--- src/rtl/lookahead_peak_limiter_macros.svh ---
// Assertion macros shared by the limiter RTL.
`ifndef LOOKAHEAD_PEAK_LIMITER_MACROS_SVH
`define LOOKAHEAD_PEAK_LIMITER_MACROS_SVH

// Consequent must hold in the same cycle as the antecedent.
`define LPL_ASSERT_HOLDS(label, ck, rn, ante, cons) \
label: assert property (@(posedge ck) disable iff (!rn) (ante) |-> (cons)) \
	else $error("lookahead_peak_limiter: same-cycle check failed");

// Consequent must hold in the cycle after the antecedent.
`define LPL_ASSERT_NEXT(label, ck, rn, ante, cons) \
label: assert property (@(posedge ck) disable iff (!rn) (ante) |=> (cons)) \
	else $error("lookahead_peak_limiter: next-cycle check failed");

`endif

--- src/rtl/lpl_pkg.sv ---
package lpl_pkg;

	localparam int CFG_INDEX_BITS = 2;
	localparam int LOOKAHEAD_BITS = 8;

	localparam logic [CFG_INDEX_BITS-1:0] REG_CEILING   = 2'd0;
	localparam logic [CFG_INDEX_BITS-1:0] REG_RELEASE   = 2'd1;
	localparam logic [CFG_INDEX_BITS-1:0] REG_LOOKAHEAD = 2'd2;

	localparam logic [31:0] CEILING_RESET = 32'd7476239;
	localparam logic [31:0] RELEASE_RESET = 32'd16770227;
	localparam logic [LOOKAHEAD_BITS-1:0] LOOKAHEAD_RESET = 8'd96;

	typedef enum logic [2:0] {
		S_IDLE,
		S_DIV,
		S_MUL,
		S_GAIN,
		S_APPLY,
		S_EMIT
	} lpl_state_t;

	typedef struct packed {
		logic write;
		logic read;
	} lpl_mem_ctl_t;

	typedef struct packed {
		logic busy;
		logic done;
	} lpl_div_stat_t;

endpackage

--- src/rtl/lpl_divider.sv ---
module lpl_divider #(
	parameter int SAMPLE_BITS = 24
) (
	input  logic                          clk,
	input  logic                          arst_n,
	input  logic                          start,
	input  logic [SAMPLE_BITS-2:0]        ceiling,
	input  logic [SAMPLE_BITS-1:0]        magnitude,
	output logic [SAMPLE_BITS-2:0]        quotient,
	output lpl_pkg::lpl_div_stat_t        stat
);
	import lpl_pkg::*;

	localparam int STEPS = SAMPLE_BITS - 1;
	localparam int CW = $clog2(SAMPLE_BITS);

	logic [CW-1:0]          cnt_q;
	logic [SAMPLE_BITS-1:0] rem_q;
	logic [SAMPLE_BITS-1:0] div_q;
	logic [SAMPLE_BITS-2:0] quo_q;
	logic [SAMPLE_BITS:0]   shifted;
	logic                   fits;

	// The remainder stays below the divisor, so one doubling fits in one extra bit.
	assign shifted = {rem_q, 1'b0};
	assign fits = shifted >= {1'b0, div_q};

	always_ff @(posedge clk or negedge arst_n) begin
		if (!arst_n) begin
			cnt_q <= '0;
		end else if (start) begin
			cnt_q <= CW'(STEPS);
		end else if (cnt_q != '0) begin
			cnt_q <= cnt_q - 1'b1;
		end
	end

	always_ff @(posedge clk) begin
		if (start) begin
			rem_q <= {1'b0, ceiling};
			div_q <= magnitude;
			quo_q <= '0;
		end else if (cnt_q != '0) begin
			rem_q <= fits ? SAMPLE_BITS'(shifted - {1'b0, div_q}) : shifted[SAMPLE_BITS-1:0];
			quo_q <= {quo_q[SAMPLE_BITS-3:0], fits};
		end
	end

	assign quotient = quo_q;
	assign stat.busy = cnt_q != '0;
	assign stat.done = cnt_q == CW'(1);

endmodule
--- config.mk ---
export PLATFORM = sky130hd
export DESIGN_NAME = lpl_divider
export DESIGN_NICKNAME = d
export VERILOG_FILES = /design/src/rtl/lookahead_peak_limiter_macros.svh /design/src/rtl/lpl_pkg.sv /design/src/rtl/lpl_divider.sv
export SDC_FILE = /design/constraint.sdc
export NUM_CORES = 1
export LEC_CHECK = 0
export BUFFER_PORTS_ARGS = -buffer_cell sky130_fd_sc_hd__buf_4
export CAP_MARGIN = 20
export CORE_UTILIZATION = 61
export DETAILED_ROUTE_END_ITERATION = 10
export PLACE_DENSITY = 0.85
export SYNTH_ARGS = -nofsm -noshare
export SYNTH_HDL_FRONTEND = slang
export SYNTH_SLANG_ARGS = --single-unit
--- constraint.sdc ---
create_clock -name clk -period 5 [get_ports clk]
set_clock_uncertainty 0.05 [all_clocks]
set_input_delay 1 -clock clk [delete_from_list [all_inputs] [get_ports clk]]
set_output_delay 1 -clock clk [all_outputs]
set_load 0.02 [all_outputs]
==> results of run 1 <==
## where the power goes
part	leakage [nW]	total [mW]	internal [mW]	switching, mW
logic	1.33	1.45	0.608	0.842
registers	0.726	0.904	0.826	0.0782
clock network	0.102	0.473	0.228	0.245
## worst max-delay path, stage by stage, from the launching register on
cell	delay [ns]
edfxtp_1	0.42
ha_1	0.37
a21o_1	0.20
a211oi_1	0.50
o2111ai_1	0.27
o21ai_4	0.77
buf_4	0.34
mux2i_1	0.22
a21oi_1	0.10
## cells by family after synthesis
kind of cell | after synthesis | share of synthesized area [%]
muxes | 8 | 1.94
and+or+nand+nor | 150 | 15.2
buffers and inverters | 53 | 5.08
AOI/OAI and AO/OA | 138 | 20.5
DFF | 76 | 46.0
adders and majority gates | 28 | 8.17
xor gates and xnor gates | 15 | 3.00
## sequential cells by signal, indices dropped and copies added (netlist names)
| signal | cells |
|---|---|
| quotient | 23 |
| div_q | 24 |
| rem_q | 24 |
| cnt_q | 5 |
## per-layer routing
layer  global-route usage (%)  part of all wire (%)  vias up
li1                         -                     -     1804
met1                     36.6                    45     1703
met2                     46.2                    46      121
met3                     6.76                   6.5       18
met4                     9.55                   1.9        0
met5                        0                     0        -
## final cells by class
class	instances	area share, %
clock inverters	5	0.719
multi-input cells	339	41.0
repair buffers	79	11.7
clock buffers	11	3.12
flip-flops and latches	76	38.6
well taps	96	2.30
inverters	34	2.45
## layout by cell type, fill, tap and decap left out, drive strengths merged, types with 5 or more instances in the layout
| cell | n |
|---|---|
| o21ai | 35 |
| nand2 | 82 |
| o21a | 10 |
| a211oi | 10 |
| edfxtp | 47 |
| ha | 27 |
| xnor2 | 10 |
| o211ai | 5 |
| nand3 | 6 |
| inv | 37 |
| dfxtp | 24 |
| clkbuf | 11 |
| nor3 | 11 |
| xor2 | 5 |
| buf | 79 |
| dfrtp | 5 |
| nor2 | 26 |
| a21oi | 52 |
## worst max path at each step
stage                        start             endpoint  depth (start not counted)
6_report       rem_q[21]$_DFFE_PP_   rem_q[8]$_DFFE_PP_                          8
5_1_grt         rem_q[9]$_DFFE_PP_   rem_q[8]$_DFFE_PP_                          9
4_1_cts        rem_q[21]$_DFFE_PP_   rem_q[8]$_DFFE_PP_                          8
3_5_place_dp   rem_q[21]$_DFFE_PP_   rem_q[8]$_DFFE_PP_                          8
3_3_place_gp    rem_q[9]$_DFFE_PP_   rem_q[8]$_DFFE_PP_                          9
2_1_floorplan   rem_q[0]$_DFFE_PP_  rem_q[18]$_DFFE_PP_                          9
## per-stage QoR
stage	util (%)	cells	instance area [µm²]	hold WS, ns
6_report	76.0	640	5220	0.372
5_1_grt	76.0	640	5220	0.364
2_1_floorplan	-	468	4380	0.435
3_5_place_dp	72.7	623	4990	0.402
3_3_place_gp	72.7	623	4990	0.390
4_1_cts	75.6	639	5190	0.363
==> run summary, run 1 <==
status - complete, no violations
Syn Area/Cell - 9.36 µm²
Max Cap Viol - 0
leakage dissipation - 2.16 nW
Slew Viols, Final - 0
synthesized instance count - 468
Final Wtd Congestion - 0.867
pwr/cell area - 542 mW/mm²
Max Freq - 0.285 GHz
Synth Register Bits - 76
RR Endpoint - rem_q[8]$_DFFE_PP_
final net count - 617
final setup vio count - 0
n_diodes - 0
Row Count - 30
Sink Count - 76
DRT antenna net count - 0
global-route wire length before repair - 16.3 mm
drt wl/cell - 15.5 µm
RSZ-0062 raised after global routing - false
critical path class - flop to flop
Least-Margin Pin Slew - 0.915 ns
total grt overflow - 0
DRC viols - 0
share of cells above drive strength 1 - 21.0%
Final Power - 2.83 mW
EDFF count, synth - 47
FFs w/ async S/R, synth - 6.58%
P&R area growth vs syn - 19.1%
hold buffer count at cts - 0
die width - 86.7 µm
All-Layer GR Usage - 28.1%
post-cts gate resize count - 0
Syn Nets - 546
Hold WC Path Type - input pin to asynchronous set/reset pin
CTS tree - yes
pre-CTS WS - 1.52 ns
Slew HR - 38.7%
fin crit share - 70.1%
dominant cell by count in the synthesized netlist - nand2_1
Area contributors post-synth - edfxtp_1 32%, dfxtp_1 11%, ha_1 7.7%, nand2_1 7.0%, a21oi_1 5.6%
starting density of the core - 63.8%
CP required - 5.05 ns
PortBufs - 74
clock latency on the worst-skew pair - 0.36 ns
post-CTS setup buffer count - 0
First-pass DRT Iterations - 5
final setup margin - 1.50 ns
area of the core - 0.00687 mm²
register area share after synthesis - 46.0%
Fin Setup TNS - 0 ns
share of the synthesized area in the top cell type - 32.2%
die area - 0.00752 mm²
Period minus WS final - 3.50 ns
Setup crit start kind - flop
Worst R2R Path Depth - 8
I/O Pins - 75
initial antenna violation count - 0
DR vias/cell - 5.70
dpl hpwl - 6.94 mm
Num CTS Buffers - 9
fillers - 513
Worst VDD drop - 0.306 mV
Reg clk slew, reported paths - 0.09 ns
Vias - 3,646
drt total wl - 9.94 mm
DR iter-0 viols - 229
via count of the first global-routing pass - 3,571
Top FF cell, synth - edfxtp_1
Max clock buf depth - 2
DIE HEIGHT - 86.7 µm
root buf cell - clkbuf_8
largest net degree at the start of global routing - 75
Final Hold Fails - 0
YS warnings - 0
CP endpoint kind - flop
Critical Path Fanout Max - 36
reg2reg setup slack - 1.50 ns
Reg area - 0.00202 mm²
H-tree levels - 3
reg2reg start - rem_q[21]$_DFFE_PP_
area leader, netlist - edfxtp_1
Post-synth top cells - 82 x nand2_1, 49 x a21oi_1, 47 x edfxtp_1, 32 x inv_1, 27 x ha_1
Unique masters post-synth - 59
crit path DAT - 3.55 ns
Netlist Area Pre-Place - 0.00438 mm²
footprint of the multi-input gates - 0.00214 mm²
No activity file was read; power rests on OpenSTA's default activity.
==> run 2, diff against run 1 <==
--- a/config.mk
+++ b/config.mk
@@ -7,9 +7,9 @@
 export LEC_CHECK = 0
 export BUFFER_PORTS_ARGS = -buffer_cell sky130_fd_sc_hd__buf_4
 export CAP_MARGIN = 20
-export CORE_UTILIZATION = 61
+export CORE_UTILIZATION = 51
 export DETAILED_ROUTE_END_ITERATION = 10
-export PLACE_DENSITY = 0.85
+export PLACE_DENSITY = 0.75
 export SYNTH_ARGS = -nofsm -noshare
 export SYNTH_HDL_FRONTEND = slang
 export SYNTH_SLANG_ARGS = --single-unit
==> constraint.sdc (replaced) <==
create_clock -name clk -period 3.1 [get_ports clk]
set_clock_uncertainty 0.05 [all_clocks]
set_input_delay 0.62 -clock clk [delete_from_list [all_inputs] [get_ports clk]]
set_output_delay 0.62 -clock clk [all_outputs]
set_load 0.02 [all_outputs]
==> run summary, run 2 (same netlist as run 1, synthesis figures left out) <==
status - complete, no violations (unchanged)
Max Freq - 0.335 GHz (was 0.285 GHz)
First-pass DRT Iterations - 4 (was 5)
switch share - 41.0% (was 41.2%)
final net count - 623 (was 617)
share of cells above drive strength 1 - 22.0% (was 21.0%)
Setup crit start kind - flop (unchanged)
Logic pwr share - 52.5% (was 51.3%)
hold path cells - 1
final setup vio count - 0 (unchanged)
CP endpoint kind - flop (unchanged)
DIE HEIGHT - 94.7 µm (was 86.7 µm)
via count of the first global-routing pass - 3,510 (was 3,571)
CP required - 3.15 ns (was 5.05 ns)
most frequent cells in the layout - 82 x nand2_1, 82 x buf_4, 49 x a21oi_1, 47 x edfxtp_1, 32 x inv_1 (was 82 x nand2_1, 78 x buf_4, 49 x a21oi_1, 47 x edfxtp_1, 32 x inv_1)
fin area - 0.00528 mm² (was 0.00522 mm²)
Least-Margin Pin Slew - 0.554 ns (was 0.915 ns)
Final Wtd Congestion - 0.840 (was 0.867)
Final Hold Fails - 0 (unchanged)
initial antenna violation count - 0 (unchanged)
die area - 0.00896 mm² (was 0.00752 mm²)
Clk pwr share - 16.3% (was 16.7%)
n_diodes - 0 (unchanged)
area of the core - 0.00826 mm² (was 0.00687 mm²)
Critical Path Fanout Max - 3 (was 36)
clock latency on the worst-skew pair - 0.36 ns (about the same)
Slew HR - 62.9% (was 38.7%)
crit path DAT - 3.03 ns (was 3.55 ns)
Slew Viols, Final - 0 (unchanged)
Sink Count - 76 (unchanged)
fin crit share - 96.2% (was 70.1%)
internal power - 2.75 mW (was 1.66 mW)
drt total wl - 9.90 mm (was 9.94 mm)
Reg area - 0.00202 mm² (unchanged)
Vias - 3,598 (was 3,646)
reg2reg start - rem_q[0]$_DFFE_PP_ (was rem_q[21]$_DFFE_PP_)
fillers - 704 (was 513)
CP Launch Point - rem_q[0]$_DFFE_PP_ (was rem_q[21]$_DFFE_PP_)
footprint of the multi-input gates - 0.00215 mm² (was 0.00214 mm²)
Fin Setup TNS - 0 ns (unchanged)
global-route wire length before repair - 16.3 mm (about the same)
PortBufs - 74 (unchanged)
Max Cap Viol - 0 (unchanged)
dpl hpwl - 7.18 mm (was 6.94 mm)
I/O Pins - 75 (unchanged)
DRC viols - 0 (unchanged)
DR vias/cell - 5.49 (was 5.70)
final worst hold slack - 0.378 ns (was 0.372 ns)
drt wl/cell - 15.1 µm (was 15.5 µm)
largest net degree at the start of global routing - 75 (unchanged)
Max clock buf depth - 2 (unchanged)
switching pwr - 1.91 mW (was 1.17 mW)
critical path class - flop to flop (unchanged)
CTS tree - yes (unchanged)
Reg clk slew, reported paths - 0.09 ns (about the same)
Hold WC Path Type - input pin to flop (was input pin to asynchronous set/reset pin)
root buf cell - clkbuf_8 (unchanged)
die width - 94.7 µm (was 86.7 µm)
DRT antenna net count - 0 (unchanged)
DP Area - 0.00506 mm² (was 0.00499 mm²)
Row Count - 33 (was 30)
H-tree levels - 3 (unchanged)
Seq pwr share - 31.2% (was 32.0%)
Period minus WS final - 2.98 ns (was 3.50 ns)
DR iter-0 viols - 170 (was 229)
leakage dissipation - 2.19 nW (was 2.16 nW)
starting density of the core - 53.0% (was 63.8%)
hold path startpoint - magnitude[16]
Worst R2R Path Depth - 9 (was 8)
pwr/cell area - 881 mW/mm² (was 542 mW/mm²)
All-Layer GR Usage - 23.7% (was 28.1%)
Num CTS Buffers - 9 (unchanged)
P&R area growth vs syn - 20.6% (was 19.1%)
total grt overflow - 0 (unchanged)
Worst VDD drop - 0.478 mV (was 0.306 mV)
-- run 2: worst max-delay path, cell delays in order, from the launching register on --
cell and delay, ns:
edfxtp_1 0.45, fa_2 0.45, a211oi_2 0.22, o21ai_1 0.12
a2111oi_2 0.43, nor2_1 0.14, a21oi_2 0.23, o21ai_0 0.13
nor3b_1 0.16, o32a_1 0.35
-- run 2: worst paths after layout --
kind	end	slack [ns]
max reg2reg	rem_q[18]$_DFFE_PP_	0.12
min reg2reg	quotient[22]$_SDFFE_PP0P_	0.41
max	rem_q[18]$_DFFE_PP_	0.12
min	div_q[16]$_DFFE_PP_	0.38
max in group asynchronous	cnt_q[3]$_DFFE_PN0P_	2.35
min in group asynchronous	cnt_q[0]$_DFFE_PN0P_	0.54
-- run 2: repair_timing --
action	CTS	global route
hold buffers	1	0
gates resized for setup	0	2
buffers inserted	0	2
setup endpoints to repair	0	2
endpoints found under the hold margin	5	0
-- run 2: final cells by class --
class / instances / area share, %
timing repair buffer: 85 / 12.6
tap: 105 / 2.49
inverter: 34 / 2.42
sequential: 76 / 38.2
clock buffer: 10 / 2.82
multi-input combinational: 339 / 40.6
clock inverter: 6 / 0.900
-- run 2: per-layer routing --
layer  part of all wire, %  global-route usage (%)
met4                   1.7                    9.34
met5                     0                       0
met3                   5.5                    5.15
met2                    45                    36.9
met1                    47                    32.1
-- run 2: metrics by stage --
step           power (mW)  setup slack, ns  cells  util [%]
6_report             4.66            0.117    655      64.0
5_1_grt              5.00         -0.00547    655      64.0
4_1_cts              4.62           0.0263    653      63.7
3_5_place_dp         3.86           0.0576    636      61.2
3_3_place_gp         3.78           0.0911    636      61.2
2_1_floorplan        3.34            0.280    468         -
-- run 2: power groups by stage --
stage	combinational, mW	sequential (mW)	clock [mW]
finish	2.44	1.45	0.760
global route	2.70	1.48	0.819
CTS	2.39	1.45	0.776
detailed placement	2.38	1.48	0
global placement	2.32	1.46	0
floorplan	1.88	1.45	0
